$ cat config.mk
export PLATFORM = sky130hd
export DESIGN_NAME = alternating_bit_sender_core
export DESIGN_NICKNAME = d
export VERILOG_FILES = /design/src/hdl/abs_pkg.sv /design/src/hdl/abs_ram.sv /design/src/hdl/abs_front.sv /design/src/hdl/abs_cmd_queue.sv /design/src/hdl/abs_back.sv /design/src/hdl/alternating_bit_sender_core.sv
export SDC_FILE = /design/constraint.sdc
export NUM_CORES = 1
export LEC_CHECK = 0
export ABC_AREA = 1
export BUFFER_PORTS_ARGS = -buffer_cell sky130_fd_sc_hd__buf_2
export CORE_UTILIZATION = 56
export DETAILED_ROUTE_END_ITERATION = 12
export PLACE_DENSITY = 0.75
export SLEW_MARGIN = 20
export SYNTH_ARGS = -nofsm -noshare
export SYNTH_HDL_FRONTEND = slang
export SYNTH_SLANG_ARGS = --single-unit
$ cat constraint.sdc
create_clock -name clk -period 8.5 [get_ports clk]
set_input_delay 1.275 -clock clk [delete_from_list [all_inputs] [get_ports clk]]
set_output_delay 1.275 -clock clk [all_outputs]
set_load 0.01 [all_outputs]
$ cat src/hdl/abs_pkg.sv
// ---------------------------------------------------------------------------
// abs_pkg
// Shared types and constants of the alternating-bit sender: codes, widths,
// the command passed from front to back and the result word.
// ---------------------------------------------------------------------------
package abs_pkg;

  // payload bytes per packet
  localparam int PAYLOAD_BYTES = 20;
  // byte position counts 0..PAYLOAD_BYTES
  localparam int POS_W  = $clog2(PAYLOAD_BYTES + 1);
  localparam int ADDR_W = (PAYLOAD_BYTES > 1) ? $clog2(PAYLOAD_BYTES) : 1;
  localparam int CHK_W  = 14;
  localparam int ACK_W  = 19;

  // command queue and result queue geometry
  localparam int CMDQ_DEPTH = 4;
  localparam int CMDQ_AW    = 2;
  localparam int CMDQ_CW    = 3;
  localparam int OUTQ_DEPTH = 4;
  localparam int OUTQ_AW    = 2;
  localparam int OUTQ_CW    = 3;

  // input actions
  localparam logic [1:0] ACT_MSG = 2'd0;
  localparam logic [1:0] ACT_ACK = 2'd1;
  localparam logic [1:0] ACT_TMO = 2'd2;

  // result kinds
  localparam logic [1:0] KIND_BYTE    = 2'd0;
  localparam logic [1:0] KIND_TRAILER = 2'd1;
  localparam logic [1:0] KIND_CTRL    = 2'd2;

  // back-end operations
  localparam logic [1:0] OP_MSG    = 2'd0;
  localparam logic [1:0] OP_CTRL   = 2'd1;
  localparam logic [1:0] OP_REPLAY = 2'd2;

  typedef struct packed {
    logic [1:0]              op;
    logic                    has_byte;
    logic [7:0]              data;
    logic [POS_W-1:0]        pos;
    logic                    last;
    logic                    seq;
    logic                    ack;
    logic signed [CHK_W-1:0] chk;
    logic                    start;
  } cmd_t;

  typedef struct packed {
    logic [1:0]              kind;
    logic [7:0]              data;
    logic                    seq;
    logic                    ack;
    logic signed [CHK_W-1:0] chk;
    logic                    start;
    logic                    stop;
    logic                    eor;
  } res_t;

endpackage

$ cat src/hdl/abs_ram.sv
// ---------------------------------------------------------------------------
// abs_ram
// Generic single-write, single-read RAM with registered read data.
// ---------------------------------------------------------------------------
module abs_ram #(
  parameter int WIDTH = 8,
  parameter int DEPTH = 16
) (
  input  logic                                          clk,
  input  logic                                          we,
  input  logic [((DEPTH > 1) ? $clog2(DEPTH) : 1)-1:0] waddr,
  input  logic [WIDTH-1:0]                              wdata,
  input  logic                                          re,
  input  logic [((DEPTH > 1) ? $clog2(DEPTH) : 1)-1:0] raddr,
  output logic [WIDTH-1:0]                              rdata
);
  logic [WIDTH-1:0] mem_r [DEPTH];
  logic [WIDTH-1:0] rdata_r;

  // write port
  always_ff @(posedge clk) begin
    if (we) begin
      mem_r[waddr] <= wdata;
    end
  end

  // registered read port
  always_ff @(posedge clk) begin
    if (re) begin
      rdata_r <= mem_r[raddr];
    end
  end

  assign rdata = rdata_r;

endmodule

$ cat src/hdl/abs_front.sv
// ---------------------------------------------------------------------------
// abs_front
// Front end: accepts input beats, keeps the protocol state (sequence and ack
// bits, in-flight, byte position, running sum) and issues back-end commands.
// ---------------------------------------------------------------------------
module abs_front (
  input  logic                       clk,
  input  logic                       rst_n,
  input  logic                       accept,
  input  logic [1:0]                 action,
  input  logic [7:0]                 payload_byte,
  input  logic                       is_last_byte,
  input  logic [15:0]                ack_seq_field,
  input  logic [15:0]                ack_ack_field,
  input  logic signed [abs_pkg::ACK_W-1:0] ack_check_field,
  output logic                       cmd_push,
  output abs_pkg::cmd_t              cmd
);
  localparam int POS_W = abs_pkg::POS_W;
  localparam int CHK_W = abs_pkg::CHK_W;
  localparam int ACK_W = abs_pkg::ACK_W;

  logic                    seq_r, seq_nxt;
  logic                    exp_r, exp_nxt;
  logic                    inflight_r, inflight_nxt;
  logic [POS_W-1:0]        pos_r, pos_nxt;
  logic signed [CHK_W-1:0] sum_r, sum_nxt;
  logic                    zs_r, zs_nxt;
  logic                    drop_r, drop_nxt;

  logic                    has_room;
  logic [7:0]              byte_eff;
  logic signed [CHK_W-1:0] msg_sum;
  logic signed [CHK_W-1:0] ack_sum;
  logic [ACK_W-1:0]        ack_total;
  logic                    intact;
  logic                    ack_match;

  // arithmetic shared by the decode below
  always_comb begin
    has_room  = pos_r < POS_W'(abs_pkg::PAYLOAD_BYTES);
    byte_eff  = zs_r ? 8'd0 : payload_byte;
    msg_sum   = has_room ? sum_r + {{(CHK_W-8){byte_eff[7]}}, byte_eff} : sum_r;
    ack_sum   = has_room ? sum_r + {{(CHK_W-8){payload_byte[7]}}, payload_byte} : sum_r;
    ack_total = {{(ACK_W-CHK_W){ack_sum[CHK_W-1]}}, ack_sum}
              + {{(ACK_W-16){1'b0}}, ack_seq_field}
              + {{(ACK_W-16){1'b0}}, ack_ack_field};
    intact    = ack_total == ack_check_field;
    ack_match = ack_ack_field == {15'd0, exp_r};
  end

  // action decode and command build
  always_comb begin
    seq_nxt      = seq_r;
    exp_nxt      = exp_r;
    inflight_nxt = inflight_r;
    pos_nxt      = pos_r;
    sum_nxt      = sum_r;
    zs_nxt       = zs_r;
    drop_nxt     = drop_r;
    cmd_push     = 1'b0;
    cmd          = '0;
    cmd.pos      = pos_r;
    cmd.data     = byte_eff;
    cmd.has_byte = has_room;
    cmd.last     = is_last_byte;
    cmd.seq      = seq_r;
    cmd.ack      = exp_r;
    cmd.chk      = msg_sum + CHK_W'(seq_r) + CHK_W'(exp_r);
    if (accept) begin
      unique case (action)
        abs_pkg::ACT_MSG: begin
          if (drop_r) begin
            if (is_last_byte) drop_nxt = 1'b0;
          end else if (pos_r == '0 && inflight_r) begin
            drop_nxt = !is_last_byte;
          end else begin
            if (byte_eff == 8'd0) zs_nxt = 1'b1;
            if (has_room) begin
              pos_nxt = pos_r + POS_W'(1);
              sum_nxt = msg_sum;
            end
            cmd.op   = abs_pkg::OP_MSG;
            cmd_push = has_room || is_last_byte;
            if (is_last_byte) begin
              inflight_nxt = 1'b1;
              pos_nxt      = '0;
              sum_nxt      = '0;
              zs_nxt       = 1'b0;
            end
          end
        end
        abs_pkg::ACT_ACK: begin
          if (has_room) begin
            pos_nxt = pos_r + POS_W'(1);
            sum_nxt = ack_sum;
          end
          if (is_last_byte) begin
            pos_nxt = '0;
            sum_nxt = '0;
            if (intact && ack_match) begin
              cmd.op       = abs_pkg::OP_CTRL;
              cmd_push     = 1'b1;
              exp_nxt      = !exp_r;
              seq_nxt      = !seq_r;
              inflight_nxt = 1'b0;
            end else if (!intact) begin
              cmd.op    = abs_pkg::OP_REPLAY;
              cmd.start = 1'b0;
              cmd_push  = 1'b1;
            end
          end
        end
        abs_pkg::ACT_TMO: begin
          cmd.op    = abs_pkg::OP_REPLAY;
          cmd.start = 1'b1;
          cmd_push  = 1'b1;
        end
        default: begin
        end
      endcase
    end
  end

  // protocol state
  always_ff @(posedge clk) begin
    if (!rst_n) begin
      seq_r      <= 1'b0;
      exp_r      <= 1'b0;
      inflight_r <= 1'b0;
      pos_r      <= '0;
      sum_r      <= '0;
      zs_r       <= 1'b0;
      drop_r     <= 1'b0;
    end else begin
      seq_r      <= seq_nxt;
      exp_r      <= exp_nxt;
      inflight_r <= inflight_nxt;
      pos_r      <= pos_nxt;
      sum_r      <= sum_nxt;
      zs_r       <= zs_nxt;
      drop_r     <= drop_nxt;
    end
  end

endmodule

$ cat src/hdl/abs_cmd_queue.sv
// ---------------------------------------------------------------------------
// abs_cmd_queue
// Short command queue between front and back end.
// ---------------------------------------------------------------------------
module abs_cmd_queue (
  input  logic          clk,
  input  logic          rst_n,
  input  logic          wr_en,
  input  abs_pkg::cmd_t wr_data,
  output logic          full,
  input  logic          rd_en,
  output logic          rd_valid,
  output abs_pkg::cmd_t rd_data
);
  localparam int AW = abs_pkg::CMDQ_AW;
  localparam int CW = abs_pkg::CMDQ_CW;

  abs_pkg::cmd_t   mem_r [abs_pkg::CMDQ_DEPTH];
  logic [AW-1:0]   wp_r, rp_r;
  logic [CW-1:0]   cnt_r, cnt_nxt;
  logic            do_wr, do_rd;

  assign full     = cnt_r == CW'(abs_pkg::CMDQ_DEPTH);
  assign rd_valid = cnt_r != '0;
  assign rd_data  = mem_r[rp_r];
  assign do_wr    = wr_en && !full;
  assign do_rd    = rd_en && rd_valid;

  // occupancy
  always_comb begin
    cnt_nxt = cnt_r;
    if (do_wr && !do_rd) cnt_nxt = cnt_r + CW'(1);
    if (!do_wr && do_rd) cnt_nxt = cnt_r - CW'(1);
  end

  // pointers
  always_ff @(posedge clk) begin
    if (!rst_n) begin
      wp_r  <= '0;
      rp_r  <= '0;
      cnt_r <= '0;
    end else begin
      if (do_wr) wp_r <= wp_r + AW'(1);
      if (do_rd) rp_r <= rp_r + AW'(1);
      cnt_r <= cnt_nxt;
    end
  end

  // storage
  always_ff @(posedge clk) begin
    if (do_wr) begin
      mem_r[wp_r] <= wr_data;
    end
  end

endmodule

$ cat src/hdl/abs_back.sv
// ---------------------------------------------------------------------------
// abs_back
// Back end: executes commands, owns the packet store, pads and closes packets,
// replays the stored packet and queues result beats.
// ---------------------------------------------------------------------------
module abs_back (
  input  logic          clk,
  input  logic          rst_n,
  input  logic          cmd_valid,
  input  abs_pkg::cmd_t cmd,
  output logic          cmd_pop,
  output logic          res_empty,
  input  logic          res_pop,
  output abs_pkg::res_t res
);
  localparam int POS_W  = abs_pkg::POS_W;
  localparam int ADDR_W = abs_pkg::ADDR_W;
  localparam int CHK_W  = abs_pkg::CHK_W;
  localparam int QAW    = abs_pkg::OUTQ_AW;
  localparam int QCW    = abs_pkg::OUTQ_CW;

  localparam logic [1:0] ST_IDLE = 2'd0;
  localparam logic [1:0] ST_PAD  = 2'd1;
  localparam logic [1:0] ST_RPL  = 2'd2;

  logic [1:0]              st_r, st_nxt;
  logic [POS_W-1:0]        idx_r, idx_nxt;
  logic                    rd_pend_r, rd_pend_nxt;
  logic                    start_r, start_nxt;
  logic                    pad_ack_r, pad_ack_nxt;
  logic                    sseq_r, sseq_nxt;
  logic signed [CHK_W-1:0] schk_r, schk_nxt;

  // packet store ports
  logic              ram_we, ram_re;
  logic [ADDR_W-1:0] ram_waddr, ram_raddr;
  logic [7:0]        ram_wdata, ram_rdata;

  // result queue
  abs_pkg::res_t  oq_r [abs_pkg::OUTQ_DEPTH];
  logic [QAW-1:0] owp_r, orp_r;
  logic [QCW-1:0] ocnt_r, ocnt_nxt;
  logic           push_v;
  abs_pkg::res_t  push_d;
  logic           oq_room;
  logic           do_pop;
  logic           idx_end;
  logic           can_issue;

  assign oq_room   = ocnt_r < QCW'(abs_pkg::OUTQ_DEPTH);
  assign idx_end   = idx_r == POS_W'(abs_pkg::PAYLOAD_BYTES);
  assign can_issue = ({1'b0, ocnt_r} + (QCW+1)'(rd_pend_r) + (QCW+1)'(1))
                     <= (QCW+1)'(abs_pkg::OUTQ_DEPTH);

  abs_ram #(
    .WIDTH (8),
    .DEPTH (abs_pkg::PAYLOAD_BYTES)
  ) u_store (
    .clk   (clk),
    .we    (ram_we),
    .waddr (ram_waddr),
    .wdata (ram_wdata),
    .re    (ram_re),
    .raddr (ram_raddr),
    .rdata (ram_rdata)
  );

  // command sequencer
  always_comb begin
    st_nxt      = st_r;
    idx_nxt     = idx_r;
    rd_pend_nxt = 1'b0;
    start_nxt   = start_r;
    pad_ack_nxt = pad_ack_r;
    sseq_nxt    = sseq_r;
    schk_nxt    = schk_r;
    cmd_pop     = 1'b0;
    ram_we      = 1'b0;
    ram_waddr   = idx_r[ADDR_W-1:0];
    ram_wdata   = 8'd0;
    ram_re      = 1'b0;
    ram_raddr   = idx_r[ADDR_W-1:0];
    push_v      = 1'b0;
    push_d      = '0;
    unique case (st_r)
      ST_IDLE: begin
        if (cmd_valid && oq_room) begin
          cmd_pop = 1'b1;
          unique case (cmd.op)
            abs_pkg::OP_MSG: begin
              if (cmd.has_byte) begin
                ram_we      = 1'b1;
                ram_waddr   = cmd.pos[ADDR_W-1:0];
                ram_wdata   = cmd.data;
                push_v      = 1'b1;
                push_d.kind = abs_pkg::KIND_BYTE;
                push_d.data = cmd.data;
                push_d.eor  = !cmd.last;
              end
              if (cmd.last) begin
                st_nxt      = ST_PAD;
                idx_nxt     = cmd.pos + POS_W'(cmd.has_byte);
                sseq_nxt    = cmd.seq;
                pad_ack_nxt = cmd.ack;
                schk_nxt    = cmd.chk;
              end
            end
            abs_pkg::OP_CTRL: begin
              push_v      = 1'b1;
              push_d.kind = abs_pkg::KIND_CTRL;
              push_d.stop = 1'b1;
              push_d.eor  = 1'b1;
            end
            abs_pkg::OP_REPLAY: begin
              st_nxt    = ST_RPL;
              idx_nxt   = '0;
              start_nxt = cmd.start;
            end
            default: begin
            end
          endcase
        end
      end
      ST_PAD: begin
        if (oq_room) begin
          push_v = 1'b1;
          if (!idx_end) begin
            // zero fill up to the packet length
            ram_we      = 1'b1;
            push_d.kind = abs_pkg::KIND_BYTE;
            idx_nxt     = idx_r + POS_W'(1);
          end else begin
            push_d.kind  = abs_pkg::KIND_TRAILER;
            push_d.seq   = sseq_r;
            push_d.ack   = pad_ack_r;
            push_d.chk   = schk_r;
            push_d.start = 1'b1;
            push_d.eor   = 1'b1;
            st_nxt       = ST_IDLE;
          end
        end
      end
      ST_RPL: begin
        // read issued last cycle lands now; space was reserved at issue
        if (rd_pend_r) begin
          push_v      = 1'b1;
          push_d.kind = abs_pkg::KIND_BYTE;
          push_d.data = ram_rdata;
        end
        if (!idx_end && can_issue) begin
          ram_re      = 1'b1;
          idx_nxt     = idx_r + POS_W'(1);
          rd_pend_nxt = 1'b1;
        end
        if (idx_end && !rd_pend_r && oq_room) begin
          push_v       = 1'b1;
          push_d.kind  = abs_pkg::KIND_TRAILER;
          push_d.seq   = sseq_r;
          push_d.ack   = sseq_r;
          push_d.chk   = schk_r;
          push_d.start = start_r;
          push_d.eor   = 1'b1;
          st_nxt       = ST_IDLE;
        end
      end
      default: begin
        st_nxt = ST_IDLE;
      end
    endcase
  end

  // sequencer state
  always_ff @(posedge clk) begin
    if (!rst_n) begin
      st_r      <= ST_IDLE;
      idx_r     <= '0;
      rd_pend_r <= 1'b0;
      start_r   <= 1'b0;
      pad_ack_r <= 1'b0;
      sseq_r    <= 1'b0;
      schk_r    <= '0;
    end else begin
      st_r      <= st_nxt;
      idx_r     <= idx_nxt;
      rd_pend_r <= rd_pend_nxt;
      start_r   <= start_nxt;
      pad_ack_r <= pad_ack_nxt;
      sseq_r    <= sseq_nxt;
      schk_r    <= schk_nxt;
    end
  end

  // result queue
  assign res_empty = ocnt_r == '0;
  assign res       = oq_r[orp_r];
  assign do_pop    = res_pop && !res_empty;

  always_comb begin
    ocnt_nxt = ocnt_r;
    if (push_v && !do_pop) ocnt_nxt = ocnt_r + QCW'(1);
    if (!push_v && do_pop) ocnt_nxt = ocnt_r - QCW'(1);
  end

  always_ff @(posedge clk) begin
    if (!rst_n) begin
      owp_r  <= '0;
      orp_r  <= '0;
      ocnt_r <= '0;
    end else begin
      if (push_v) owp_r <= owp_r + QAW'(1);
      if (do_pop) orp_r <= orp_r + QAW'(1);
      ocnt_r <= ocnt_nxt;
    end
  end

  always_ff @(posedge clk) begin
    if (push_v) begin
      oq_r[owp_r] <= push_d;
    end
  end

`ifndef SYNTHESIS
  // a beat is never pushed into a full result queue
  a_no_overflow: assert property (@(posedge clk) disable iff (!rst_n)
    push_v |-> ocnt_r < QCW'(abs_pkg::OUTQ_DEPTH))
    else $error("result queue overflow");

  // a pending store read only exists during replay
  a_pend_in_replay: assert property (@(posedge clk) disable iff (!rst_n)
    rd_pend_r |-> st_r == ST_RPL)
    else $error("store read pending outside replay");

  // byte index never runs past the packet length
  a_idx_range: assert property (@(posedge clk) disable iff (!rst_n)
    idx_r <= POS_W'(abs_pkg::PAYLOAD_BYTES))
    else $error("byte index out of range");

  // commands are taken only when idle
  a_pop_idle: assert property (@(posedge clk) disable iff (!rst_n)
    cmd_pop |-> st_r == ST_IDLE && cmd_valid)
    else $error("command taken while busy");
`endif

endmodule

$ cat src/hdl/alternating_bit_sender_core.sv
// ---------------------------------------------------------------------------
// alternating_bit_sender_core
// Stop-and-wait sender: a front end tracks the protocol state per input beat,
// a back end forwards, pads, closes and replays packets from the store.
// ---------------------------------------------------------------------------
// The first result beat of an input beat passes the command queue and the result queue,
//   both registered; a replay also passes the registered store read.
// Throughput: one input beat per cycle into the 4-entry command queue while it is not
//   full; the back end takes a new command only when idle, after padding and closing
//   a packet or replaying the store, and slows further while results back up.
// Reset: synchronous, active low; clears protocol state and both queues, not the store.
module alternating_bit_sender_core (
  input  logic                             clk,
  input  logic                             rst_n,
  input  logic                             push,
  output logic                             full,
  input  logic [1:0]                       in_action,
  input  logic [7:0]                       in_payload_byte,
  input  logic                             in_is_last_byte,
  input  logic [15:0]                      in_ack_seq_field,
  input  logic [15:0]                      in_ack_ack_field,
  input  logic signed [abs_pkg::ACK_W-1:0] in_ack_check_field,
  output logic                             empty,
  input  logic                             pop,
  output logic [1:0]                       out_kind,
  output logic [7:0]                       out_out_byte,
  output logic                             out_out_seq,
  output logic                             out_out_ack,
  output logic signed [abs_pkg::CHK_W-1:0] out_out_checksum,
  output logic                             out_start_timer,
  output logic                             out_stop_timer,
  output logic                             out_end_of_run
);
  logic          accept;
  logic          cmd_push;
  abs_pkg::cmd_t cmd_in;
  logic          cmd_valid;
  abs_pkg::cmd_t cmd_out;
  logic          cmd_pop;
  abs_pkg::res_t res;

  assign accept = push && !full;

  abs_front u_front (
    .clk             (clk),
    .rst_n           (rst_n),
    .accept          (accept),
    .action          (in_action),
    .payload_byte    (in_payload_byte),
    .is_last_byte    (in_is_last_byte),
    .ack_seq_field   (in_ack_seq_field),
    .ack_ack_field   (in_ack_ack_field),
    .ack_check_field (in_ack_check_field),
    .cmd_push        (cmd_push),
    .cmd             (cmd_in)
  );

  abs_cmd_queue u_cmdq (
    .clk      (clk),
    .rst_n    (rst_n),
    .wr_en    (cmd_push),
    .wr_data  (cmd_in),
    .full     (full),
    .rd_en    (cmd_pop),
    .rd_valid (cmd_valid),
    .rd_data  (cmd_out)
  );

  abs_back u_back (
    .clk       (clk),
    .rst_n     (rst_n),
    .cmd_valid (cmd_valid),
    .cmd       (cmd_out),
    .cmd_pop   (cmd_pop),
    .res_empty (empty),
    .res_pop   (pop),
    .res       (res)
  );

  // result beat fields
  assign out_kind         = res.kind;
  assign out_out_byte     = res.data;
  assign out_out_seq      = res.seq;
  assign out_out_ack      = res.ack;
  assign out_out_checksum = res.chk;
  assign out_start_timer  = res.start;
  assign out_stop_timer   = res.stop;
  assign out_end_of_run   = res.eor;

endmodule

# [Word level (Yosys, flattened, before mapping)]
# Memory sizes are Yosys's and may differ from the RTL's. A register that Yosys moved wholly into a read port is not among the register bits.
# Cells that the tools add are included.
[classes] addsub=19 muxes=115 n_reduce_logical=49 n_lt_le_gt_ge=3 eq_ne=25 bitwise_logic=2
[op_table] cell="two-way mux 14 bit" count=8
[op_table] cell="two-way mux 5 bit" count=13
[op_table] cell="two-way mux 8 bit" count=8
[op_table] cell="two-way mux 17 bit" count=3
[op_table] cell="two-way mux 1 bit" count=45
[op_table] cell="case mux 17 bit (2 select lines)" count=1
[op_table] cell="two-way mux 2 bit" count=15
[op_table] cell="adder 14 x 1 -> 14 bit" count=2
[op_table] cell="adder 14 bit" count=2
[op_table] cell="case mux 14 bit (2 select lines)" count=1
[op_table] cell="case mux 5 bit (2 select lines)" count=2
[op_table] cell="adder 19 x 16 -> 19 bit" count=1
[op_table] cell="== test 19 bit" count=1
[op_table] cell="adder 14 x 17 -> 18 bit" count=1
[op_table] cell="== test 16 x 1 -> 1 bit" count=1
[op_table] cell="case mux 8 bit (2 select lines)" count=1
[op_table] cell="case mux 5 bit (3 select lines)" count=1
[op_table] cell="logical AND 1 bit" count=14
[op_table] cell="AND reduction 7 bit" count=2
[op_table] cell="logical NOT 1 bit" count=12
[op_table] cell="two-way mux 3 bit" count=4
[op_table] cell="inequality test 2 x 1 -> 1 bit (second input constant)" count=6
[op_table] cell="case mux 2 bit (2 select lines)" count=3
[op_table] cell="case mux 2 bit (3 select lines)" count=2
[op_table] cell="33 further kinds" count=64
[word_totals] word_cells=236 ram_bits=412 ff_bits=63 mem_count=3 input_bits=66 output_inout_bits=31
[mem_list] name="u_back.u_store.mem_r" words=20 word_bits=8 read_ports=1 rd_clocked_by_memory_dff=1 write_ports=1 line="abs_ram.sv:17" rtl="logic [WIDTH-1:0] mem_r [DEPTH];"
[mem_list] name="u_cmdq.mem_r" words=4 word_bits=34 read_ports=1 rd_clocked_by_memory_dff=1 write_ports=1 line="abs_cmd_queue.sv:18" rtl="abs_pkg::cmd_t mem_r [abs_pkg::CMDQ_DEPTH];"
[mem_list] name="u_back.oq_r" words=4 word_bits=29 read_ports=1 rd_clocked_by_memory_dff=1 write_ports=1 line="abs_back.sv:40" rtl="abs_pkg::res_t oq_r [abs_pkg::OUTQ_DEPTH];"

# [Depth between registers and ports, before layout]
# Gate-level depths: netlist of the first run.
[logic_depth] depth_word=14 mapped_depth=47 depth_no_buf=47

# [Modules after synthesis]
# Synthesis of the first run repeated with hierarchy kept, for this count alone.
[unflattened] cells_unflattened=2489 area_unflattened_um2=24150.7
[by_module_without_submodules] module="abs_ram" seq_area_each_um2=5044.8 area_each_um2=6814.0 instances=1 cells_per_inst=565
[by_module_without_submodules] module="abs_back" seq_area_each_um2=4164.0 area_each_um2=6592.6 instances=1 cells_per_inst=639
[by_module_without_submodules] module="abs_cmd_queue" seq_area_each_um2=4264.1 area_each_um2=5520.3 instances=1 cells_per_inst=398
[by_module_without_submodules] module="abs_front" seq_area_each_um2=480.5 area_each_um2=5213.8 instances=1 cells_per_inst=885
[by_module_without_submodules] module="alternating_bit_sender_core" seq_area_each_um2=0.0 area_each_um2=10.0 instances=1 cells_per_inst=2

# [Worst setup path before layout of the first run]
# OpenSTA, ideal clock, no wires.
[synth_timing] path_type="in2reg" from="input port in_payload_byte[0]" to="memory u_cmdq.mem_r[0][0] (netlist bit), enable pin" slack_ps=1210 setup_ps=425 t_arrival_ps=6865 required_ps=8075 path_buffers=0 cell_stages=40 cell_sequence="ha_1 inv_1 fa_1 inv_1 nand3_1 nand2_1 a21oi_1 nor2_1 nor2_1 xnor2_1 o21bai_1 inv_1 ha_1 nand2_1 inv_1 nand4_1 nand2_1 inv_1 [4 not listed] nand2_1 nor2_1 inv_1 nor3_1 nand2_1 nand2_1 nand2_1 nand2_1 nand2_1 nand3_1 nor2_1 nand3_1 nor2_4 nand2_2 nand2_4 nand3_4 nand2_4 nor2_1"
[synth_via] elab_chain_cells=13 elab_cells_between_ends=14 cone_classes="add/sub: 3; eq/ne: 1; mux: 8; reduce/logical: 2"
[synth_lines] element="from (decl)" line="alternating_bit_sender_core.sv:18" rtl="input logic [7:0] in_payload_byte,"
[synth_lines] element="adder 14 bit *" line="abs_front.sv:44" rtl="ack_sum = has_room ? sum_r + {{(CHK_W-8){payload_byte[7]}}, payload_byte} : sum_r;"
[synth_lines] element="two-way mux 14 bit *" line="abs_front.sv:44"
[synth_lines] element="adder 14 x 17 -> 18 bit *" line="abs_front.sv:46" rtl="+ {{(ACK_W-16){1'b0}}, ack_seq_field}"
[synth_lines] element="adder 19 x 16 -> 19 bit *" line="abs_front.sv:47" rtl="+ {{(ACK_W-16){1'b0}}, ack_ack_field};"
[synth_lines] element="== test 19 bit *" line="abs_front.sv:48" rtl="intact = ack_total == ack_check_field;"
[synth_lines] element="two-way mux 1 bit or logical AND 1 bit (tied branches)" line="abs_front.sv:107, abs_front.sv:101"
[synth_lines] element="two-way mux 1 bit *" line="abs_front.sv:101" rtl="if (intact && ack_match) begin"
[synth_lines] element="two-way mux 1 bit *" line="abs_front.sv:98" rtl="if (is_last_byte) begin"
[synth_lines] element="case mux 1 bit (3 select lines) *" line="abs_front.sv:71" rtl="unique case (action)"
[synth_lines] element="two-way mux 1 bit *" line="abs_front.sv:70" rtl="if (accept) begin"
[synth_lines] element="logical AND 1 bit *" line="abs_cmd_queue.sv:26" rtl="assign do_wr = wr_en && !full;"
[synth_lines] element="two-way mux 1 bit *" line="abs_cmd_queue.sv:51" rtl="if (do_wr) begin"
[synth_lines] element="two-way mux 1 bit (implied by the code) *" line="abs_cmd_queue.sv:52" rtl="mem_r[wp_r] <= wr_data;"
[synth_lines] element="to (decl)" line="abs_cmd_queue.sv:18"
# Mark *: on every way between the ends. The rest lies on a longest branch, timed or not.

# [Worst setup path in the final report of the first run]
[layout_timing] from="input port in_payload_byte[0]" to="register u_cmdq.cnt_r[2]"
[layout_via] elab_chain_cells=14 elab_cells_between_ends=17 cone_classes="add/sub: 3; eq/ne: 1; mux: 7; reduce/logical: 6"
[layout_lines] element="adder 14 bit *" line="abs_front.sv:44"
[layout_lines] element="two-way mux 14 bit *" line="abs_front.sv:44"
[layout_lines] element="adder 14 x 17 -> 18 bit *" line="abs_front.sv:46"
[layout_lines] element="adder 19 x 16 -> 19 bit *" line="abs_front.sv:47"
[layout_lines] element="== test 19 bit *" line="abs_front.sv:48"
[layout_lines] element="two-way mux 1 bit or logical AND 1 bit (tied branches)" line="abs_front.sv:107, abs_front.sv:101"
[layout_lines] element="two-way mux 1 bit *" line="abs_front.sv:101"
[layout_lines] element="two-way mux 1 bit *" line="abs_front.sv:98"
[layout_lines] element="case mux 1 bit (3 select lines) *" line="abs_front.sv:71"
[layout_lines] element="two-way mux 1 bit *" line="abs_front.sv:70"
[layout_lines] element="logical AND 1 bit *" line="abs_cmd_queue.sv:26"
[layout_lines] element="logical NOT 1 bit" line="abs_cmd_queue.sv:33" rtl="if (!do_wr && do_rd) cnt_nxt = cnt_r - CW'(1);"
[layout_lines] element="logical AND 1 bit" line="abs_cmd_queue.sv:33"
[layout_lines] element="two-way mux 3 bit or nonzero test 2 bit (tied branches)"
[layout_lines] element="to (signal assigned)" line="abs_cmd_queue.sv:45" rtl="cnt_r <= cnt_nxt;"
[layout_lines] element="to (decl)" line="abs_cmd_queue.sv:20" rtl="logic [CW-1:0] cnt_r, cnt_nxt;"
# Marked as above.
# A chain may end at the register's enable or synchronous reset.

==> results of run 1 <==
==> layout by cell type (no fill, tap or decap), types with 8 or more instances in the layout <==
| cell | n |
|---|---|
| sky130_fd_sc_hd__a211oi_1 | 8 |
| sky130_fd_sc_hd__a221oi_1 | 11 |
| sky130_fd_sc_hd__clkinv_1 | 13 |
| sky130_fd_sc_hd__nand3_1 | 57 |
| sky130_fd_sc_hd__nand2_2 | 8 |
| sky130_fd_sc_hd__buf_4 | 28 |
| sky130_fd_sc_hd__o21ai_1 | 9 |
| sky130_fd_sc_hd__ha_1 | 90 |
| sky130_fd_sc_hd__clkbuf_16 | 47 |
| sky130_fd_sc_hd__xor2_1 | 49 |
| sky130_fd_sc_hd__nor2_1 | 339 |
| sky130_fd_sc_hd__nand2_1 | 219 |
| sky130_fd_sc_hd__inv_2 | 11 |
| sky130_fd_sc_hd__nor2_2 | 8 |
| sky130_fd_sc_hd__o22ai_1 | 80 |
| sky130_fd_sc_hd__clkbuf_1 | 13 |
| sky130_fd_sc_hd__o221ai_1 | 18 |
| sky130_fd_sc_hd__nor3_1 | 15 |
| sky130_fd_sc_hd__buf_2 | 96 |
| sky130_fd_sc_hd__dfxtp_1 | 65 |
| sky130_fd_sc_hd__xnor2_1 | 27 |
| sky130_fd_sc_hd__a21oi_1 | 115 |
| sky130_fd_sc_hd__a31oi_1 | 12 |
| sky130_fd_sc_hd__inv_1 | 189 |
| sky130_fd_sc_hd__o21ai_0 | 255 |
| sky130_fd_sc_hd__edfxtp_1 | 420 |
| sky130_fd_sc_hd__a31o_2 | 9 |
| sky130_fd_sc_hd__o211ai_1 | 15 |
==> sequential cells by signal (all words and copies together), names as in the netlist, 3 cells and up, named ones only <==
name,flops
u_front.pos_r,5
u_back.schk_r,14
u_cmdq.cnt_r,3
u_back.idx_r,5
u_back.ocnt_r,3
u_back.u_store.rdata,8
u_cmdq.mem_r,136
u_front.sum_r,14
u_back.u_store.mem_r,160
u_back.oq_r,116
==> area by class of cell <==
cell class,count,share of cell area
clock inverters,26,0.00862
inverters,203,0.0295
clock buffers,62,0.0485
flip-flops and latches,487,0.540
repair buffers,124,0.0267
multi-input cells,1442,0.320
well taps,532,0.0258
==> synthesized netlist by cell type (9+ instances only) <==
library cell	number	area [sq um]
sky130_fd_sc_hd__dfxtp_1	67	1340
sky130_fd_sc_hd__inv_1	190	713
sky130_fd_sc_hd__xor2_1	49	429
sky130_fd_sc_hd__xnor2_1	27	236
sky130_fd_sc_hd__ha_1	90	1130
sky130_fd_sc_hd__nand2_1	219	822
sky130_fd_sc_hd__nand3_1	57	285
sky130_fd_sc_hd__a31oi_1	12	75.1
sky130_fd_sc_hd__a221oi_1	11	96.3
sky130_fd_sc_hd__nor2_1	347	1300
sky130_fd_sc_hd__nor3_1	15	75.1
sky130_fd_sc_hd__edfxtp_1	420	12600
sky130_fd_sc_hd__o21ai_1	9	45.0
sky130_fd_sc_hd__buf_2	9	45.0
sky130_fd_sc_hd__inv_2	10	37.5
sky130_fd_sc_hd__o21ai_0	255	1280
sky130_fd_sc_hd__o22ai_1	80	500
sky130_fd_sc_hd__a31o_2	9	78.8
sky130_fd_sc_hd__a21oi_1	115	576
sky130_fd_sc_hd__o221ai_1	18	158
sky130_fd_sc_hd__o211ai_1	15	113
sky130_fd_sc_hd__clkbuf_1	83	312
==> worst max-delay path: cells and delay by family <==
kind	cells	cell delay, ns
buffers and inverters	5	0.41
AND/OR/NAND/NOR	25	2.19
AO/OA/AOI/OAI	9	1.35
adder cells (fa/ha/maj)	6	1.88
XOR/XNOR	2	0.35
==> power groups by stage <==
| stage | Clock (mW) | Sequential (mW) | Combinational [mW] |
|---|---|---|---|
| 3_5_place_dp | 0 | 3.18 | 2.99 |
| 3_3_place_gp | 0 | 3.17 | 2.93 |
| 5_1_grt | 2.09 | 3.16 | 3.37 |
| 2_1_floorplan | 0 | 3.14 | 2.11 |
| 6_report | 1.98 | 3.14 | 3.03 |
| 4_1_cts | 2.00 | 3.13 | 3.01 |
==> stage by stage <==
stage                     utilization  total power, mW  hold slack, ns
final                           0.631             8.14           0.453
after global routing            0.631             8.62           0.464
after CTS                       0.631             8.15           0.454
after detailed placement        0.595             6.18           0.444
after global placement          0.595             6.10           0.443
after floorplan                     -             5.26           0.430
==> logic make-up after synthesis <==
kind of cell,count (synthesis),synth area share
flip-flops,487,0.598
AO/OA/AOI/OAI,579,0.145
AND/OR/NAND/NOR,690,0.125
XOR/XNOR,76,0.0285
buffers and inverters,299,0.0494
adder cells (fa/ha/maj),97,0.0543
==> routing by layer <==
metal	share of wire	up-vias	routed length, microns	global-route usage
met5	0.00042	-	23	0
met4	0.026	4	1440	0.0772
met3	0.067	101	3700	0.0325
met2	0.48	655	26400	0.428
met1	0.43	8048	23800	0.367
li1	-	8057	-	-
==> final timing paths <==
check | to | slack [ns] | cells after the start
worst min register to register | u_back.schk_r[11] | 0.45 | 2
worst max register to register | u_cmdq.cnt_r[2] | 1.83 | 46
worst min-delay path | u_back.schk_r[11] | 0.45 | 2
worst max-delay path | u_cmdq.cnt_r[2] | 1.47 | 47
==> implementation parameters, run 1 <==
Parameter                              Value

Placement
  Number of buffers inserted by port buffering    96
  Estimated wirelength of the detail-placed design    between 30000 and 40000 microns
  Pre-CTS WS    0.971 ns
  Number of cells after detailed placement    2788
  Final estimated routing congestion in global placement    0.941
  Area of placed instances    ~24000 sq um

CTS
  Clock H-tree levels    2
  Clock transition at the registers of the reported paths    0.06 ns
  Setup bufs post-CTS    0
  CTS root buf    sky130_fd_sc_hd__clkbuf_16
  CTS sink count    487
  Number of resized instances in the post-cts repair step    0
  Clock latency on the worst-skew pair    around 0.58 ns
  Cts-stage hold buffer count    0
  Cts bufs inserted    between 40 and 50
  Clock buffer depth    3
  Clock tree from TritonCTS    done

Detailed routing
  Post-DR vias/cell    5.86
  First DRT Iteration DRCs    1551
  Antenna Violating Nets Remaining    0
  Router iterations before antenna repair    6
  Average wire per cell in the routed design    approximately 19 microns
  Post-detailed-route DRC marker count    0
  Number of vias after detailed routing    16900
  Total wirelength of the detailed-routed design    55300 microns

Layout
  Synthesis-to-layout area growth    10.6%
  Number of non-filler instances in the completed layout    around 2900
  Storage cell area    between 10000 and 15000 sq um
  Layout Cell Area excl Fill    25800 sq um
  Fraction of layout instances using a drive strength above 1    0.110
  Number of antenna cells inserted    0
  Number of nets in the final layout    2468
  Fill cell instance count of the final layout    3217
  Multi-input combinational cell area    around 8300 sq um

Setup path
  Type of destination of the critical path    flip-flop
  Cell occurring most often along the worst timing path    sky130_fd_sc_hd__nand2_1
  Worst-path cell with the longest stage delay    sky130_fd_sc_hd__fa_1
  Setup Crit Path Kind    input pin to flip-flop
  Crit start category    input pin
  Source of the critical timing path    in_payload_byte[0]
  Critical path's largest stage delay    0.44 ns
  Critical path required time    just under 9 ns
  Reg-to-reg critical path startpoint    u_front.sum_r[0]
  Worst Path Max Fanout    7
  Critical path data arrival time    about 7.5 ns

Global route
  GR Overflow Total    0
  Largest net degree at the start of global routing    between 80 and 90
  First-pass GRT wire length    ~86000 microns
  Antenna violations before repair    2
  Vias in the first global route    15700
  GRT Util Overall    0.262

Timing
  Max Transition Viols Final    0
  Final setup violation count    0
  RSZ-0062 raised after global routing    false
  Slack of the critical path    1.47 ns
  Final min period    approximately 7.0 ns
  Worst Clk Skew    0.0264 ns
  Highest clock rate    0.142 GHz
  Headroom to the max-slew limit    0.383
  Final cycle utilization of the critical path    0.827
  Slew at the pin with the worst max-slew slack    0.925 ns
  Hold Vio Cnt, Final    0
  Post-Route Setup TNS    0 ns

Yosys
  Share of synthesized area occupied by flip-flops and latches    0.598
  Cell area after technology mapping    23300 sq um
  Number of warnings reported in the yosys synthesis log    0
  EDFF count, synth    420
  Count of distinct cell types in the synthesized netlist    slightly above 60
  Syn_area_per_cell    10.5 sq um
  Synthesized netlist net count    2391
  Most used flip-flop cell after synthesis    sky130_fd_sc_hd__edfxtp_1
  FF+latch count, synth    487
  Share of flip-flops with an asynchronous set or reset after synthesis    0
  Number of cells produced by synthesis    between 2000 and 2500

Floorplan
  Core Box Area    40900 sq um
  DIE WIDTH    206 microns
  Die Outline Area    42500 sq um
  Number of rows in the core area    74
  Die boundary height    206 microns
  I/O Pins    97
  Starting Density    0.570

Power and ir drop
  Switching power share of the total    0.374
  Total internal power    5.10 mW
  NetSw    slightly above 3 mW
  Clock power frac    0.243
  Leakage    9.75 nW
  Worst voltage drop across the vdd grid    196 uV
  Combinational cell fraction of total power    0.372
  Pwr Density    around 320 nW/um^2
  Fraction of power consumed by sequential logic    0.385

Job
  MaxCap Viol Count    0

Worst hold path
  Hold_sp    u_back.schk_r[11]
  Worst hold-check path type    flip-flop to flip-flop

Status
  Outcome    complete, no violations
No activity file was read; power rests on OpenSTA's default activity.
==> run 2: changes to the inputs <==
- PLACE_DENSITY: 0.75 -> 0.78
- clock period: 8.5 -> 5.9 ns (I/O delays scaled with it)
==> run 2 against run 1 <==
  * The flow now finishes with violations (negative setup slack)
  * Cell area increased by 7.2%
  * Sequential share of layout area down 3.6 points
  * First-iteration DRC count decreased by 2.5%
  * Sequential power grew 45%
  * Worst setup slack got worse by 1.5 ns
  * Critical endpoint is now u_cmdq.cnt_r[1]
  * Largest power group is now combinational cells
==> implementation parameters, run 2 (same netlist as run 1, synthesis figures left out) <==
Parameter                              Value

CTS
  Clock transition at the registers of the reported paths    0.06 ns
  Clock H-tree levels    2
  CTS sink count    487
  Clock latency on the worst-skew pair    roughly 0.58 ns
  CTS root buf    sky130_fd_sc_hd__clkbuf_16
  Clock buffer depth    3
  Clock tree from TritonCTS    done
  Cts bufs inserted    48

Detailed routing
  Average wire per cell in the routed design    19.5 microns
  Highest signal layer in the routed design    met5
  Total wirelength of the detailed-routed design    59200 microns
  First DRT Iteration DRCs    1512
  Met3 Routed Length    between 4000 and 5000 microns
  Antenna Violating Nets Remaining    0
  Number of vias after detailed routing    17900
  Routed length on met2    just under 30000 microns
  Router iterations before antenna repair    8
  Post-detailed-route DRC marker count    0
  Post-DR vias/cell    5.90
  DRT met1 WL    between 20000 and 25000 microns

Setup path
  Setup Crit Path Kind    input pin to flip-flop
  Critical path required time    6.32 ns
  Cell occurring most often along the worst timing path    sky130_fd_sc_hd__nand2_2
  Crit start category    input pin
  Worst Path Max Fanout    4
  Worst-path cell with the longest stage delay    sky130_fd_sc_hd__fa_2
  Type of destination of the critical path    flip-flop
  Critical path's largest stage delay    0.57 ns
  Critical path data arrival time    ~6.3 ns

Floorplan
  I/O Pins    97
  DIE WIDTH    206 microns
  Die Outline Area    42500 sq um
  Die boundary height    206 microns
  Starting Density    0.570
  Number of rows in the core area    between 70 and 80
  Core Box Area    approximately 41000 sq um

Global route
  Largest net degree at the start of global routing    84
  GRT Util Overall    0.279
  GR Overflow Total    0
  Antenna violations before repair    4
  First-pass GRT wire length    90700 microns
  Vias in the first global route    17400

Placement
  Number of buffers inserted by port buffering    96
  Final estimated routing congestion in global placement    0.930
  Estimated wirelength of the detail-placed design    39700 microns
  Area of placed instances    25600 sq um

Timing
  Hold Vio Cnt, Final    0
  Slack of the critical path    -0.00362 ns
  Highest clock rate    0.169 GHz
  Max Transition Viols Final    0
  Slew at the pin with the worst max-slew slack    1.11 ns
  Final cycle utilization of the critical path    1.00
  Headroom to the max-slew limit    0.260
  Final setup violation count    1
  Final min period    5.90 ns
  RSZ-0062 raised after global routing    true
  Worst Clk Skew    roughly 0.023 ns

Layout
  Fill cell instance count of the final layout    2945
  Number of nets in the final layout    2619
  Final Util    0.676
  Fraction of layout instances using a drive strength above 1    0.202
  Largest Register    u_back.u_store.mem_r
  Synthesis-to-layout area growth    18.6%
  Commonest non-fill, non-tap cell in the layout    sky130_fd_sc_hd__edfxtp_1
  Largest registers    u_back.u_store.mem_r x160, u_cmdq.mem_r x136, u_back.oq_r x116
  Layout Cell Area excl Fill    27700 sq um
  Commonest non-fill, non-tap cells in the layout    420 x sky130_fd_sc_hd__edfxtp_1, 329 x sky130_fd_sc_hd__nor2_1, 247 x sky130_fd_sc_hd__o21ai_0
  Flip-flop count of the largest register, all copies and words added    160

Power and ir drop
  Worst voltage drop across the vdd grid    roughly 300 uV
  Leakage    10.7 nW
  Pwr Density    467 nW/um^2

Job
  MaxCap Viol Count    0

Status
  Violated checks    negative setup slack
  Outcome    finished with violations

Worst hold path
  Worst hold-check path type    flip-flop to flip-flop
-- run 2: cell types whose count changed in the layout (fill, tap and decap cells not counted), moves of 9 or more --
cell                       before  now
sky130_fd_sc_hd__nor2_1       339  329
sky130_fd_sc_hd__nand2_1      219  205
sky130_fd_sc_hd__clkbuf_1      13    4
sky130_fd_sc_hd__nand3_1       57   45
sky130_fd_sc_hd__buf_12         0    9
sky130_fd_sc_hd__nand3_2        3   14
sky130_fd_sc_hd__nand2_2        8   21
sky130_fd_sc_hd__nor2_2         8   17
sky130_fd_sc_hd__a21oi_1      115   97
sky130_fd_sc_hd__buf_4         28  167
sky130_fd_sc_hd__a21oi_2        1   18
-- run 2: timing repair --
action	4_1_cts	5_1_grt
setup endpoints to repair	2	139
setup buffers	0	7
hold buffers	0	0
gates resized for setup	11	74
pin swaps	2	57
-- run 2: stage by stage --
stage | setup TNS (ns) | cells | hold slack [ns] | total power, mW | worst slack (ns)
2_1_floorplan | -0.157 | 2228 | 0.430 | 7.62 | -0.0848
5_1_grt | -4.20 | 3028 | 0.482 | 13.6 | -0.391
3_5_place_dp | -63.52 | 2931 | 0.452 | 9.45 | -0.741
6_report | -0.00362 | 3029 | 0.459 | 12.9 | -0.00362
4_1_cts | 0 | 3021 | 0.461 | 12.7 | 0.0123
3_3_place_gp | -46.79 | 2931 | 0.442 | 9.32 | -0.599
-- run 2: area by class of cell --
class / instances / area [sq um] / area share
Clock buffer: 57 / 1310 / 0.0472
Clock inverter: 33 / 389 / 0.0141
Tap cell: 532 / 666 / 0.0240
Antenna cell: 1 / 2.50 / 0.0000904
Sequential cell: 487 / 14000 / 0.504
Multi-Input combinational cell: 1442 / 8640 / 0.312
Timing Repair Buffer: 274 / 1940 / 0.0702
Inverter: 203 / 767 / 0.0277
-- run 2: critical path: cells and delay by family --
kind	cells	cell delay (ns)
AND/OR/NAND/NOR	28	2.33
adder cells (fa/ha/maj)	6	1.81
AO/OA/AOI/OAI	4	0.56
buffers and inverters	6	0.42
XOR/XNOR	2	0.30
-- run 2: worst paths after layout --
kind | startpoint | end | slack [ns] | depth (start not counted)
min reg2reg | u_back.schk_r[13] | u_back.schk_r[13] | 0.46 | 2
max reg2reg | u_front.sum_r[0] | u_cmdq.cnt_r[1] | -0.004 | 45
min | u_back.schk_r[13] | u_back.schk_r[13] | 0.46 | 2
max | in_payload_byte[0] | u_cmdq.cnt_r[1] | -0.004 | 46
-- run 2: metal layers --
| layer | track usage | vias to the layer above |
|---|---|---|
| li1 | - | 8366 |
| met3 | 0.0555 | 136 |
| met5 | 0 | - |
| met2 | 0.469 | 794 |
| met1 | 0.356 | 8564 |
| met4 | 0.106 | 8 |
-- run 2: where the power goes --
| part | internal [mW] | switching [mW] | leakage [nW] |
|---|---|---|---|
| clock | 1.94 | 1.29 | 0.842 |
| combinational | 1.93 | 3.22 | 5.45 |
| sequential | 4.36 | 0.196 | 4.38 |
==> run 3: changes to the inputs <==
- CORE_ASPECT_RATIO: default -> 1.2
==> run 3 against run 2 <==
  * The run still ends with negative setup slack left
  * Non-clock buffer count is 39 higher
  * Worst setup slack worse by 0.027 ns
  * Cell area increased by 0.53%
  * Critical path depth down 1
  * Sequential power hardly changed
  * Register-to-register slack about the same
  * First-iteration DRC count is 3.3% higher
  * Routed wire length rose by 0.65%
  * Utilization is 0.33 points higher
  * Largest cell class unchanged
==> implementation parameters, run 3 (same netlist as run 1, synthesis figures left out) <==
Parameter                              Value

Status
  Outcome    finished with violations
  Violated checks    negative setup slack

Timing
  Slack of the critical path    -0.0309 ns
  Final min period    approximately 5.9 ns
  Max Transition Viols Final    0
  Final setup violation count    1
  RSZ-0062 raised after global routing    true
  Post-Route Setup TNS    -0.0309 ns
  Hold Vio Cnt, Final    0
  Highest clock rate    0.169 GHz
  Headroom to the max-slew limit    0.295
  Worst Clk Skew    0.0332 ns
  Slew at the pin with the worst max-slew slack    roughly 1.1 ns
  Final cycle utilization of the critical path    1.01

Setup path
  Critical path required time    6.32 ns
  Worst Path Max Fanout    5
  Worst-path cell with the longest stage delay    sky130_fd_sc_hd__fa_2
  Type of destination of the critical path    flip-flop
  Crit start category    input pin
  Largest delay contributor family on the critical path    simple AND/OR/NAND/NOR gates
  Setup Crit Path Kind    input pin to flip-flop
  Reg-to-reg critical path startpoint    u_front.sum_r[0]
  Source of the critical timing path    in_payload_byte[0]
  Number of buffer and inverter stages on the critical path    7
  Cell occurring most often along the worst timing path    sky130_fd_sc_hd__nand3_2
  Critical path's largest stage delay    0.35 ns
  Critical path data arrival time    6.36 ns

Placement
  Estimated wirelength of the detail-placed design    around 39000 microns
  Final estimated routing congestion in global placement    0.960
  Number of cells after detailed placement    2950
  Number of buffers inserted by port buffering    96
  Area of placed instances    about 26000 sq um

Power and ir drop
  NetSw    4.64 mW
  Total Power Consumption    approximately 13 mW
  Leakage    10.8 nW
  Total internal power    7.99 mW
  Switching power share of the total    0.367
  Combinational cell fraction of total power    0.415
  Fraction of power consumed by sequential logic    0.360
  Pwr Density    454 nW/um^2
  Clock power frac    0.226
  Worst voltage drop across the vdd grid    430 uV

Layout
  Largest registers    u_back.u_store.mem_r x160, u_cmdq.mem_r x136, u_back.oq_r x116
  Synthesis-to-layout area growth    19.2%
  Number of nets in the final layout    approximately 2700
  Fraction of layout instances using a drive strength above 1    0.207
  Largest Register    u_back.u_store.mem_r
  Fill cell instance count of the final layout    2914
  Number of non-filler instances in the completed layout    3068
  Storage cell area    14000 sq um
  Commonest non-fill, non-tap cell in the layout    sky130_fd_sc_hd__edfxtp_1
  Flip-flop count of the largest register, all copies and words added    160
  Multi-input combinational cell area    8710 sq um
  Commonest non-fill, non-tap cells in the layout    420 x sky130_fd_sc_hd__edfxtp_1, 326 x sky130_fd_sc_hd__nor2_1, 249 x sky130_fd_sc_hd__o21ai_0
  Layout Cell Area excl Fill    ~28000 sq um

Floorplan
  Core Box Area    40900 sq um
  DIE WIDTH    188 microns
  Starting Density    0.570
  Die Outline Area    42500 sq um
  Die boundary height    between 200 and 250 microns
  I/O Pins    97
  Number of rows in the core area    81

Global route
  Antenna violations before repair    2
  Vias in the first global route    17600
  GRT Util Overall    0.272
  GR Overflow Total    0
  First-pass GRT wire length    90800 microns
  Largest net degree at the start of global routing    84

CTS
  Clock tree from TritonCTS    done
  Clock transition at the registers of the reported paths    ~0.06 ns
  CTS sink count    487
  Cts-stage hold buffer count    0
  Cts bufs inserted    44
  Clock buffer depth    3
  Clock H-tree levels    2
  Clock latency on the worst-skew pair    0.57 ns
  CTS root buf    sky130_fd_sc_hd__clkbuf_16

Detailed routing
  First DRT Iteration DRCs    1562
  Post-detailed-route DRC marker count    0
  Total wirelength of the detailed-routed design    ~60000 microns
  Number of vias after detailed routing    18000
  Antenna Violating Nets Remaining    0
  Average wire per cell in the routed design    19.4 microns
  Router iterations before antenna repair    5
  Post-DR vias/cell    roughly 6

Worst hold path
  Worst hold-check path type    flip-flop to flip-flop
  Hold_sp    u_back.schk_r[10]

Job
  MaxCap Viol Count    0
[run 3: cell count changes in the layout (fill, tap and decap cells not counted), sizes merged]
cell      delta
buf         +37
clkinv      -11
clkbuf       +6
bufinv       -4
nor2         +4
clkinvlp     -1
nand2        +1
[run 3: layer usage]
layer	vias up	GRT usage	wire length [microns]
met5	-	0	0
met4	0	0.126	2690
met3	170	0.0364	3670
met2	754	0.486	30700
met1	8671	0.325	22500
li1	8425	-	-
[run 3: power groups by stage]
stage	clock network (mW)	registers [mW]	logic (mW)
3_3_place_gp	0	4.58	4.72
4_1_cts	2.86	4.54	5.03
6_report	2.85	4.54	5.24
2_1_floorplan	0	4.53	3.09
3_5_place_dp	0	4.60	4.85
5_1_grt	2.98	4.58	5.74
[run 3: timing repair]
item,CTS,global route
hold endpoints to repair,0,0
endpoints found under the setup margin,138,147
gates cloned,0,7
pin swaps,30,44
resized for setup,36,42
buffers inserted,6,25
[run 3: cell type report]
class | instances | share of cell area
Inverter | 203 | 0.0275
Multi-Input combinational cell | 1447 | 0.313
Clock buffer | 61 | 0.0445
Timing Repair Buffer | 313 | 0.0823
Sequential cell | 487 | 0.502
Clock inverter | 17 | 0.00692
Antenna cell | 1 | 0.0000899
Tap cell | 539 | 0.0242
[run 3: worst reg2reg max path, delay by kind of cell, from the launching register on]
family | cells | cell delay, ns
compound gates | 8 | 1.02
xor+xnor | 2 | 0.27
fa+ha+maj | 6 | 1.59
buf+inv | 6 | 0.57
flops | 1 | 0.38
simple gates | 22 | 1.97
[run 3: through the flow]
step	worst slack (ns)	util	hold slack [ns]
3_3_place_gp	-0.699	0.626	0.441
2_1_floorplan	-0.0848	-	0.430
4_1_cts	-0.0785	0.666	0.461
3_5_place_dp	-0.824	0.626	0.452
6_report	-0.0309	0.680	0.460
5_1_grt	-0.384	0.680	0.482
[run 3: worst paths after layout]
kind	cells after the start	endpoint	slack (ns)
setup reg to reg	44	u_cmdq.cnt_r[2]	-0.01
hold reg to reg	2	u_back.schk_r[10]	0.46
hold / removal	2	u_back.schk_r[10]	0.46
setup / recovery	45	u_cmdq.cnt_r[2]	-0.03
